File: src/mrc_pkg.sv
// Shared types, codes and the CRC-16 byte update for the read-response checker.
`timescale 1ns / 1ps

package mrc_pkg;

  localparam int FRAME_LEN     = 7;
  localparam int CHECKED_BYTES = 5;
  localparam int WINDOW_BYTES  = 14;
  localparam int CFG_IDX_W     = 1;
  localparam int CFG_DATA_W    = 16;

  localparam logic [7:0]  FUNC_READ  = 8'h03;
  localparam logic [7:0]  BYTE_COUNT = 8'h02;
  localparam logic [15:0] CRC_INIT   = 16'hFFFF;
  localparam logic [15:0] CRC_POLY   = 16'hA001;
  localparam logic [7:0]  ADDR_RESET    = 8'h01;
  localparam logic [15:0] TIMEOUT_RESET = 16'd10000;

  typedef enum logic [1:0] {
    ACT_START = 2'd0,
    ACT_BYTE  = 2'd1,
    ACT_TICK  = 2'd2
  } action_t;

  typedef enum logic [1:0] {
    ST_OK       = 2'd0,
    ST_CRC      = 2'd1,
    ST_OVERFLOW = 2'd2,
    ST_TIMEOUT  = 2'd3
  } status_t;

  typedef enum logic [CFG_IDX_W-1:0] {
    REG_SLAVE_ADDRESS = 1'd0,
    REG_TIMEOUT_LIMIT = 1'd1
  } cfg_reg_t;

  typedef struct packed {
    logic                  we;
    logic [CFG_IDX_W-1:0]  index;
    logic [CFG_DATA_W-1:0] data;
  } cfg_wr_t;

  typedef struct packed {
    logic [1:0] action;
    logic [7:0] rx_byte;
  } item_t;

  typedef struct packed {
    logic        valid;
    status_t     status;
    logic [15:0] value;
  } result_t;

  function automatic logic [15:0] crc16_byte(input logic [15:0] crc_in,
                                             input logic [7:0]  data);
    logic [15:0] crc;
    crc = crc_in ^ {8'h00, data};
    for (int b = 0; b < 8; b++) begin
      if (crc[0]) begin
        crc = (crc >> 1) ^ CRC_POLY;
      end else begin
        crc = crc >> 1;
      end
    end
    return crc;
  endfunction

endpackage

File: src/mrc_crc16.sv
// Modbus CRC-16 over the header and register bytes of the window.
`timescale 1ns / 1ps

module mrc_crc16
  import mrc_pkg::*;
(
  input  logic [CHECKED_BYTES-1:0][7:0] data,
  output logic [15:0]                   crc
);

  always_comb begin
    crc = CRC_INIT;
    for (int k = 0; k < CHECKED_BYTES; k++) begin
      crc = crc16_byte(crc, data[k]);
    end
  end

endmodule

File: src/mrc_engine.sv
// Transaction state, byte window, header match and result decision.
`timescale 1ns / 1ps

module mrc_engine
  import mrc_pkg::*;
(
  input  logic    clk,
  input  logic    rst_n,
  input  cfg_wr_t cfg,
  input  logic    fire,
  input  item_t   item,
  output result_t res,
  output logic    busy
);

  logic [7:0]  slave_addr_r;
  logic [15:0] timeout_limit_r;

  logic [FRAME_LEN-1:0][7:0] win_r, win_nxt, win_shift;
  logic [3:0]                seen_r, seen_nxt, seen_inc;
  logic                      busy_r, busy_nxt;
  logic [15:0]               tick_r, tick_nxt;
  logic [15:0]               crc;
  logic                      header_hit;
  logic                      tick_expired;

  assign win_shift = {item.rx_byte, win_r[FRAME_LEN-1:1]};
  assign seen_inc  = seen_r + 4'd1;

  mrc_crc16 u_crc (
    .data (win_shift[CHECKED_BYTES-1:0]),
    .crc  (crc)
  );

  assign header_hit = (seen_inc >= 4'(FRAME_LEN)) &&
                      (win_shift[0] == slave_addr_r) &&
                      (win_shift[1] == FUNC_READ) &&
                      (win_shift[2] == BYTE_COUNT);

  assign tick_expired = ({1'b0, tick_r} + 17'd1) >= {1'b0, timeout_limit_r};

  always_comb begin
    win_nxt   = win_r;
    seen_nxt  = seen_r;
    busy_nxt  = busy_r;
    tick_nxt  = tick_r;
    res.valid  = 1'b0;
    res.status = ST_OK;
    res.value  = 16'h0000;
    if (fire) begin
      case (item.action)
        ACT_START: begin
          win_nxt  = '0;
          seen_nxt = 4'd0;
          tick_nxt = 16'd0;
          busy_nxt = 1'b1;
        end
        ACT_BYTE: begin
          if (busy_r) begin
            win_nxt  = win_shift;
            seen_nxt = seen_inc;
            if (header_hit) begin
              res.valid = 1'b1;
              busy_nxt  = 1'b0;
              if (crc[7:0] == win_shift[5] && crc[15:8] == win_shift[6]) begin
                res.status = ST_OK;
                res.value  = {win_shift[3], win_shift[4]};
              end else begin
                res.status = ST_CRC;
              end
            end else if (seen_inc >= 4'(WINDOW_BYTES)) begin
              res.valid  = 1'b1;
              res.status = ST_OVERFLOW;
              busy_nxt   = 1'b0;
            end
          end
        end
        ACT_TICK: begin
          if (busy_r) begin
            if (tick_expired) begin
              res.valid  = 1'b1;
              res.status = ST_TIMEOUT;
              busy_nxt   = 1'b0;
            end else begin
              tick_nxt = tick_r + 16'd1;
            end
          end
        end
        default: begin
        end
      endcase
    end
  end

  always_ff @(posedge clk) begin
    if (!rst_n) begin
      slave_addr_r    <= ADDR_RESET;
      timeout_limit_r <= TIMEOUT_RESET;
      win_r           <= '0;
      seen_r          <= 4'd0;
      busy_r          <= 1'b0;
      tick_r          <= 16'd0;
    end else begin
      if (cfg.we && cfg.index == REG_SLAVE_ADDRESS) begin
        slave_addr_r <= cfg.data[7:0];
      end
      if (cfg.we && cfg.index == REG_TIMEOUT_LIMIT) begin
        timeout_limit_r <= cfg.data[15:0];
      end
      win_r  <= win_nxt;
      seen_r <= seen_nxt;
      busy_r <= busy_nxt;
      tick_r <= tick_nxt;
    end
  end

  assign busy = busy_r;

endmodule

File: config.mk
export PLATFORM = sky130hd
export DESIGN_NAME = mrc_engine
export DESIGN_NICKNAME = d
export VERILOG_FILES = /design/src/mrc_pkg.sv /design/src/mrc_crc16.sv /design/src/mrc_engine.sv
export SDC_FILE = /design/constraint.sdc
export NUM_CORES = 1
export LEC_CHECK = 0
export BUFFER_PORTS_ARGS = -buffer_cell sky130_fd_sc_hd__buf_2
export CAP_MARGIN = 40
export CORE_UTILIZATION = 35
export DETAILED_ROUTE_END_ITERATION = 6
export PLACE_DENSITY = 0.52
export SYNTH_ARGS = -nofsm -noshare
export SYNTH_HDL_FRONTEND = slang
export SYNTH_SLANG_ARGS = --single-unit
File: constraint.sdc
create_clock -name clk -period 4.59 [get_ports clk]
set_clock_uncertainty 0.2 [all_clocks]
set_input_delay 0.2295 -clock clk [delete_from_list [all_inputs] [get_ports clk]]
set_output_delay 0.2295 -clock clk [all_outputs]
set_load 0.02 [all_outputs]
==> flow_summary.yaml, run 1 <==
status:
  outcome: "completed"
floorplan:
  core_um2: 16600
  die_width_um: 133
  die_y_um: 133
  num_rows: 47
  pin_count: 51
  die_area_um2: 17700
  start_util_pct: 36.0
worst_setup_path:
  r2r-start: "tick_r[0]"
  worstPathArrival_ps: 3850
  r2r_end: "tick_r[2]"
  rr_worst_depth: 15
  r2r_setup_slack_ps: 330
  worst-setup-path-type: "flip-flop to output port"
  crit_slowest_cell: "or4_1"
  worst_setup_path_start_kind: "flip-flop"
  critical_path.max_stage_delay_ps: 600
  crit_buf_inv: 1
  cp_top_family: "simple AND/OR/NAND/NOR gates"
  cp.required_ps: 4160
  worstPathCellList: "ha_1 -> and3_1 -> nand4_1 -> or4_1 -> xnor2_1 -> ha_1 -> and3_1 -> nand3_1 -> nor4_2 -> a311o_1 -> o21bai_1 -> a21oi_1 -> buf_2"
  cp-end-kind: "output port"
  worstPathMaxFanout: 6
routing:
  drt-wirelength-per-cell_um: 16.0
  drt_pass1_iterations: 4
  vias_per_cell: 5.11
  drt_iter0_markers: 294
  vias: 4917
  wl_um: 15400
  ant_nets: 0
  drcViolationCount: 0
layout:
  nets: 796
  layout_common_cells: "dfxtp_1, nand2_1, xnor2_1"
  drive_above_1_share_pct: 11.2
  num_antenna_cells: 0
  fillCellCount: 1677
  final_common_cell: "dfxtp_1"
  area_delta_synth_final_pct: 15.8
place:
  io_buffers: 50
  pre_cts_slack_ps: 239
  hpwl_um: 11200
  gp_congestion: 0.838
sta:
  hold_violations: 0
  fmax_ghz: 0.234
  tightest_slew_ps: 718
  setup_violations: 0
  finalSetupTns_ps: 0
  rsz0062_at_grt: "no"
  period_minus_slack_ps: 4280
  slew_viol_final: 0
  slew_headroom_pct: 52.1
  fin_ws_ps: 310
  finalCritPeriodShare_pct: 93.2
worst_hold_path:
  hp-class: "input pin to flip-flop"
  min_from: "item[7]"
  min_to: "win_r[55]"
  holdPathStages: 3
clock_network:
  cts_tree: "done"
  numCtsBuffers: 9
  clkTransAtPathRegs_ps: 70
  clk_latency_ps: 350
  cts.sink_count: 93
  h-tree-depth: 3
  cts-root-buf: "clkbuf_16"
  clock_path_buffers: 2
power_and_ir_drop:
  power_switching_mw: 0.413
  clkPwrFrac_pct: 46.1
  power_density_nw_per_um2: 260
  switching_share_pct: 22.9
  pwr-share-comb_pct: 8.0
  power.leakage_nw: 2.77
  p_seq_share_pct: 45.9
  internal_power_mw: 1.39
  ir_drop_mv: 0.178
yosys:
  synth_area_um2: 6000
  synth-seq-cells: 93
  avgSynthCellArea_um2: 8.64
  synth.top_cell.area_share_pct: 31.0
  synthArstFlopShare_pct: 0
  synth_cells: 694
  yosysTopAreaCell: "dfxtp_1"
  synth-seq-area-share_pct: 31.0
  synth.area.top_cells: "dfxtp_1, xnor2_1, ha_1"
  synth-edff-count: 0
  ys_warn_count: 0
  dominantRegCellSynth: "dfxtp_1"
  ys_types: 59
  syn_nets: 752
grt:
  grt.overflow.total: 0
  grt_max_degree: 68
  track_usage_pct: 18.2
  grt_pass1_vias: 4722
  grt_first_pass_wirelength_um: 25100
  antenna_found_initial: 0
run:
  drv_cap: 0
## cell usage after synthesis, drive strengths merged (4+ instances only)
cell    number
a21boi      28
a21o         7
a21oi        7
a22oi       41
a31oi       11
and2        24
and3         8
and4         7
buf          4
clkbuf      40
dfxtp       93
ha          27
inv         31
mux2i        4
nand2       84
nand3       26
nand4        7
nor2        23
nor2b       44
nor3         4
nor4         4
o211ai       5
o21ai       20
o22ai        4
xnor2       73
xnor3       10
xor2        15
xor3         7
## state kept, by name, indices dropped and copies added, names as in the netlist
| signal | flops |
|---|---|
| busy | 1 |
| seen_r | 4 |
| slave_addr_r | 8 |
| tick_r | 16 |
| timeout_limit_r | 16 |
| win_r | 48 |
## layer usage
| layer | vias to the layer above | GRT usage [%] | share of wire, % |
|---|---|---|---|
| li1 | 2480 | - | - |
| met1 | 2335 | 23.7 | 47 |
| met2 | 89 | 30.2 | 48 |
| met3 | 13 | 3.10 | 4.0 |
| met4 | 0 | 6.13 | 1.2 |
| met5 | - | 0 | 0 |
## kinds of logic (layout without fill, tap and decap cells)
logic type | after synthesis | count (layout) | share of synthesized area, %
XOR/XNOR | 105 | 105 | 19.4
AO/OA/AOI/OAI | 143 | 143 | 16.9
buffers and inverters | 75 | 124 | 4.97
multiplexers | 4 | 4 | 0.668
AND/OR/NAND/NOR | 247 | 247 | 21.4
flip-flops | 93 | 93 | 31.0
adder cells (fa/ha/maj) | 27 | 27 | 5.63
## cell type report
type / instances / area, um2 / share of cell area, %
clock buffer: 13 / 260 / 3.75
sequential: 93 / 1860 / 26.8
timing repair buffer: 77 / 513 / 7.39
tap: 220 / 275 / 3.97
multi-input combinational: 526 / 3850 / 55.4
inverter: 31 / 116 / 1.68
clock inverter: 3 / 67.6 / 0.973
## per-stage QoR
step / power (mW) / instance area, um2 / hold WS, ps / instances / util [%]
2_1_floorplan: 0.931 / 6000 / 153 / 694 / -
3_3_place_gp: 0.974 / 6390 / 257 / 927 / 38.4
3_5_place_dp: 0.978 / 6410 / 260 / 928 / 38.5
4_1_cts: 1.82 / 6930 / 0.710 / 963 / 41.7
5_1_grt: 1.88 / 6940 / 28.9 / 963 / 41.7
6_report: 1.80 / 6940 / 11.9 / 963 / 41.7
## timing repair
item / CTS / global route
hold buffers: 19 / 0
buffers inserted: 0 / 0
hold endpoints to repair: 27 / 0
resized for setup: 0 / 4
setup endpoints to repair: 0 / 5
## power by group through the flow
stage / sequential, mW / combinational, mW / clock [mW]
CTS: 0.828 / 0.145 / 0.850
global route: 0.829 / 0.160 / 0.893
global placement: 0.846 / 0.128 / 0
detailed placement: 0.846 / 0.132 / 0
finish: 0.828 / 0.144 / 0.832
floorplan: 0.844 / 0.0871 / 0
## how the worst max path moves through the flow
stage              start          to  slack [ps]  depth (start not counted)
3_3_place_gp   tick_r[0]  tick_r[13]         390                         14
5_1_grt        tick_r[0]   tick_r[2]          60                         15
6_report       tick_r[0]     res[17]         310                         13
4_1_cts        tick_r[0]     res[17]          70                         15
3_5_place_dp   tick_r[0]   tick_r[5]         240                         14
2_1_floorplan  tick_r[0]  tick_r[10]         320                         16
## worst register-to-register path: stages, from the launching register on
cell and delay, ps:
dfxtp_1 410, ha_1 250, and3_1 270, nand4_1 160
or4_1 610, xnor2_1 160, ha_1 290, and3_1 170
nand3_1 90, nor4_2 60, a311o_1 340, or3_1 340
o21ai_1 200, buf_4 220, o221ai_1 140, a31o_2 260
Power figures use the tool's default switching activity.
==> run 2: changes to the inputs <==
--- a/config.mk
+++ b/config.mk
@@ -10,6 +10,7 @@
 export CORE_UTILIZATION = 35
 export DETAILED_ROUTE_END_ITERATION = 6
 export PLACE_DENSITY = 0.52
+export SETUP_SLACK_MARGIN = 0.4
 export SYNTH_ARGS = -nofsm -noshare
 export SYNTH_HDL_FRONTEND = slang
 export SYNTH_SLANG_ARGS = --single-unit
==> run 2 against run 1 <==
Register-to-register slack gained 280 ps. Non-clock buffer count grew 5. Setup slack gained 280 ps. Combinational power is essentially flat. Critical path depth shrank 2. Routed wire length shrank 0.77%. Worst hold slack gained 4.0 ps. Sequential power is essentially flat. Core utilization grew 0.56 points. Clock power shrank 4.8%. First-iteration DRC count shrank 4.1%. Sequential share of layout area shrank 0.25 points. Highest routed layer unchanged.
==> flow_summary.yaml, run 2 (synthesis gave the netlist of run 1 again) <==
layout:
  area_delta_synth_final_pct: 17.3
  final_util_pct: 42.3
  num_antenna_cells: 0
  largest_register_ffs: 48
  final_cells: 969
  drive_above_1_share_pct: 14.0
  regMostFlops: "win_r"
  final_common_cell: "dfxtp_1"
  stdcell_area_um2: 7040
  nets: 802
  reg_top3: "win_r x48, tick_r x16, timeout_limit_r x16"
  layout_common_cells: "dfxtp_1, nand2_1, xnor2_1"
  fillCellCount: 1625
routing:
  vias_per_cell: 5.13
  vias: 4973
  drt_pass1_iterations: 4
  drcViolationCount: 0
  drt-wirelength-per-cell_um: 15.8
  ant_nets: 0
  drt_iter0_markers: 282
  wl_um: 15300
run:
  drv_cap: 0
worst_setup_path:
  worstPathMaxFanout: 8
  worstPathArrival_ps: 3570
  cp-end-kind: "output port"
  worst_setup_path_start_kind: "flip-flop"
  r2r-start: "tick_r[0]"
  cp.required_ps: 4160
  crit_start: "win_r[18]"
  worst-setup-path-type: "flip-flop to output port"
floorplan:
  core_um2: 16600
  die_y_um: 133
  pin_count: 51
  die_area_um2: 17700
  num_rows: 47
  die_width_um: 133
  start_util_pct: 36.0
sta:
  slew_viol_final: 0
  hold_violations: 0
  setup_violations: 0
  period_minus_slack_ps: 4000
  slew_headroom_pct: 41.3
  fmax_ghz: 0.250
  finalSetupTns_ps: 0
  finalCritPeriodShare_pct: 87.1
  rsz0062_at_grt: "no"
  tightest_slew_ps: 873
clock_network:
  numCtsBuffers: 9
  cts-root-buf: "clkbuf_16"
  cts.sink_count: 93
  clkTransAtPathRegs_ps: 60
  h-tree-depth: 3
  clk_latency_ps: 350
  cts_tree: "done"
  clock_path_buffers: 2
grt:
  grt_pass1_vias: 4616
  grt_max_degree: 56
  antenna_found_initial: 0
  grt.overflow.total: 0
  grt_first_pass_wirelength_um: 24400
  track_usage_pct: 17.7
place:
  dp_cells: 926
  hpwl_um: 10900
  io_buffers: 50
  placed_cell_area_um2: 6390
  gp_congestion: 0.839
power_and_ir_drop:
  power.total_mw: 1.77
  power_density_nw_per_um2: 251
  power.leakage_nw: 2.81
  ir_drop_mv: 0.191
worst_hold_path:
  hp-class: "input pin to flip-flop"
  min_from: "item[5]"
status:
  outcome: "completed"
==> run 2: cell types whose count changed in the layout (fill, tap and decap cells not counted), sizes merged <==
cell,delta
clkinv,+3
buf,+5
clkinvlp,-1
and3,+1
clkbuf,-2
==> run 2: layout make-up <==
class                           instances  area [um2]  share of cell area, %
Inverter                               31         116                   1.65
Clock inverter                          5        75.1                   1.07
Clock buffer                           11         233                   3.31
Tap cell                              220         275                   3.91
Sequential cell                        93        1870                   26.6
Multi-Input combinational cell        527        3930                   55.8
Timing Repair Buffer                   82         542                   7.70
==> run 2: worst max-delay path, stage by stage (launching register included) <==
cell and delay (ps):
dfxtp_1 440, inv_1 70, ha_1 380, xnor2_1 310, xor3_1 390, or2_2 280, mux2i_1 140, o2111ai_1 180
nor4_4 420, and3_2 320, and2_1 140, buf_2 150
==> run 2: routing by layer <==
metal	up-vias	part of all wire [%]	global-route usage, %
met5	-	0	0
met3	18	3.5	2.68
li1	2498	-	-
met1	2362	47	23.1
met2	95	47	29.1
met4	0	1.9	6.77
==> run 2: per-stage QoR <==
stage               setup WS, ps  hold WS, ps
finish                       591         15.9
CTS                          359         3.38
detailed placement           304          261
global route                 380         15.5
floorplan                    447          153
global placement             434          256
==> run 2: timing repair <==
action | CTS | global route
cloned | 0 | 1
setup buffers | 4 | 3
hold endpoints to repair | 27 | 0
resized for setup | 6 | 20
endpoints found under the setup margin | 34 | 35
pin swaps | 0 | 5
hold buffers | 19 | 0
==> run 2: power by group <==
part           switching (mW)  total [mW]  internal (mW)
Clock                   0.317       0.792          0.475
Sequential            0.00854       0.828          0.819
Combinational          0.0811       0.146         0.0645
Total                   0.406        1.77           1.36
==> run 2: path summary, 6_finish.rpt <==
check | slack [ps] | endpoint | depth (start not counted)
worst max-delay path | 590 | res[8] | 11
worst min-delay path | 20 | win_r[53] | 3
worst max register to register | 610 | tick_r[2] | 15
worst min register to register | 270 | timeout_limit_r[3] | 2
==> run 3: changes to the inputs <==
--- a/config.mk
+++ b/config.mk
@@ -9,7 +9,8 @@
 export CAP_MARGIN = 40
 export CORE_UTILIZATION = 35
 export DETAILED_ROUTE_END_ITERATION = 6
-export PLACE_DENSITY = 0.52
+export HOLD_SLACK_MARGIN = 0.03
+export PLACE_DENSITY_LB_ADDON = 0.12
 export SETUP_SLACK_MARGIN = 0.4
 export SYNTH_ARGS = -nofsm -noshare
 export SYNTH_HDL_FRONTEND = slang
==> run 3 against run 2 <==
Sequential share of layout area down 0.19 points. Core utilization increased by 0.31 points. Maximum frequency fell by 0.96%. Combinational power is essentially flat. Register-to-register slack barely moved. Largest power group unchanged.
==> flow_summary.yaml, run 3 (synthesis gave the netlist of run 1 again) <==
status:
  outcome: "completed"
clock_network:
  clk_latency_ps: 350
  clock_path_buffers: 2
  cts_tree: "done"
  clkTransAtPathRegs_ps: 60
  cts-root-buf: "clkbuf_16"
  h-tree-depth: 3
  cts.sink_count: 93
  numCtsBuffers: 9
layout:
  nets: 810
  regMostFlops: "win_r"
  final_util_pct: 42.6
  fillCellCount: 1691
  num_antenna_cells: 0
  drive_above_1_share_pct: 14.3
  final_common_cell: "dfxtp_1"
  area_delta_synth_final_pct: 18.2
  regArea_um2: 1870
  largest_register_ffs: 48
  layout_common_cells: "dfxtp_1, nand2_1, xnor2_1"
  multi_input_area_um2: 3930
  reg_top3: "win_r x48, tick_r x16, timeout_limit_r x16"
sta:
  tightest_slew_ps: 837
  fmax_ghz: 0.248
  setup_violations: 0
  finalSetupTns_ps: 0
  hold_violations: 0
  slew_headroom_pct: 44.2
  period_minus_slack_ps: 4040
  fin_ws_ps: 552
  finalCritPeriodShare_pct: 88.0
  rsz0062_at_grt: "no"
  slew_viol_final: 0
place:
  io_buffers: 50
  hpwl_um: 11500
  pre_cts_slack_ps: 302
  gp_congestion: 0.852
routing:
  drcViolationCount: 0
  vias: 5004
  drt_pass1_iterations: 5
  ant_nets: 0
  wl_um: 16300
  drt-wirelength-per-cell_um: 16.7
  drt_iter0_markers: 257
  vias_per_cell: 5.13
grt:
  grt_pass1_vias: 4795
  use_met2_pct: 33.7
  grt.overflow.total: 0
  grt_first_pass_wirelength_um: 25600
  grt_max_degree: 56
  track_usage_pct: 18.7
  grt_use_met1_pct: 21.8
  antenna_found_initial: 0
  grt_use_met3_pct: 3.60
  gr-max-usage-layer: "met2"
worst_setup_path:
  crit_start: "win_r[21]"
  worst-setup-path-type: "flip-flop to output port"
  worst_setup_path_start_kind: "flip-flop"
  endpoint: "res[16]"
  r2r_setup_slack_ps: 610
  cp-end-kind: "output port"
  worstPathArrival_ps: 3610
  r2r_end: "tick_r[2]"
  rr_worst_depth: 15
  cp.required_ps: 4160
  r2r-start: "tick_r[0]"
  worstPathMaxFanout: 5
floorplan:
  core_um2: 16600
  die_width_um: 133
  num_rows: 47
  die_area_um2: 17700
  start_util_pct: 36.0
  die_y_um: 133
  pin_count: 51
power_and_ir_drop:
  power_density_nw_per_um2: 242
  ir_drop_mv: 0.202
  power.leakage_nw: 2.83
worst_hold_path:
  hp-class: "input pin to flip-flop"
run:
  drv_cap: 0
==> run 3: cell types whose count changed in the layout (fill, tap and decap cells not counted), sizes merged <==
cell | before | now
buf | 63 | 68
dlygate4sd3 | 19 | 22
clkbuf | 11 | 10
clkinvlp | 0 | 1
clkinv | 3 | 2
bufinv | 2 | 1
==> run 3: worst max-delay path: stages (launching register included) <==
cell and delay, ps:
dfxtp_1 450, inv_1 70, ha_1 310, xnor2_2 280, xnor2_1 180, xnor2_1 170, xnor3_1 350, xnor3_1 450
nor4_4 70, buf_4 160, or3b_1 410, a21oi_2 200, buf_4 160
==> run 3: power by group <==
part / total [mW] / switching, mW / internal [mW]
sequential: 0.827 / 0.00837 / 0.819
combinational: 0.148 / 0.0825 / 0.0653
clock: 0.743 / 0.326 / 0.417
==> run 3: through the flow <==
step / instances / hold slack, ps / area (um2) / total power, mW
CTS: 967 / 32.4 / 6960 / 1.74
detailed placement: 931 / 260 / 6430 / 0.976
finish: 975 / 37.0 / 7090 / 1.72
global placement: 931 / 254 / 6430 / 0.975
floorplan: 694 / 153 / 6000 / 0.932
global route: 975 / 32.6 / 7090 / 1.79
==> run 3: cell type report <==
type	count	area share (%)
clock buffers	10	3.23
well taps	220	3.88
repair buffers	90	8.67
flip-flops and latches	93	26.4
multi-input cells	527	55.5
clock inverters	4	0.724
inverters	31	1.64
==> run 3: timing repair <==
action	in CTS	in global routing
setup endpoints to repair	34	35
hold endpoints to repair	30	0
gates resized for setup	8	18
pin swaps	0	4
gates cloned	0	1
hold buffers	22	0
setup buffers	0	7
==> run 3: worst min-delay path by stage <==
stage	to	cells past startpoint	startpoint
final	win_r[53]	3	item[5]
after global routing	win_r[53]	3	item[5]
after CTS	win_r[53]	3	item[5]
after detailed placement	timeout_limit_r[14]	2	timeout_limit_r[14]
after global placement	timeout_limit_r[13]	3	cfg[13]
after floorplan	slave_addr_r[0]	2	cfg[0]
==> run 3: routing by layer <==
layer	wire, um	part of all wire [%]
met5	0	0
met4	403	2.5
met3	453	2.8
met2	8240	51
met1	7180	44
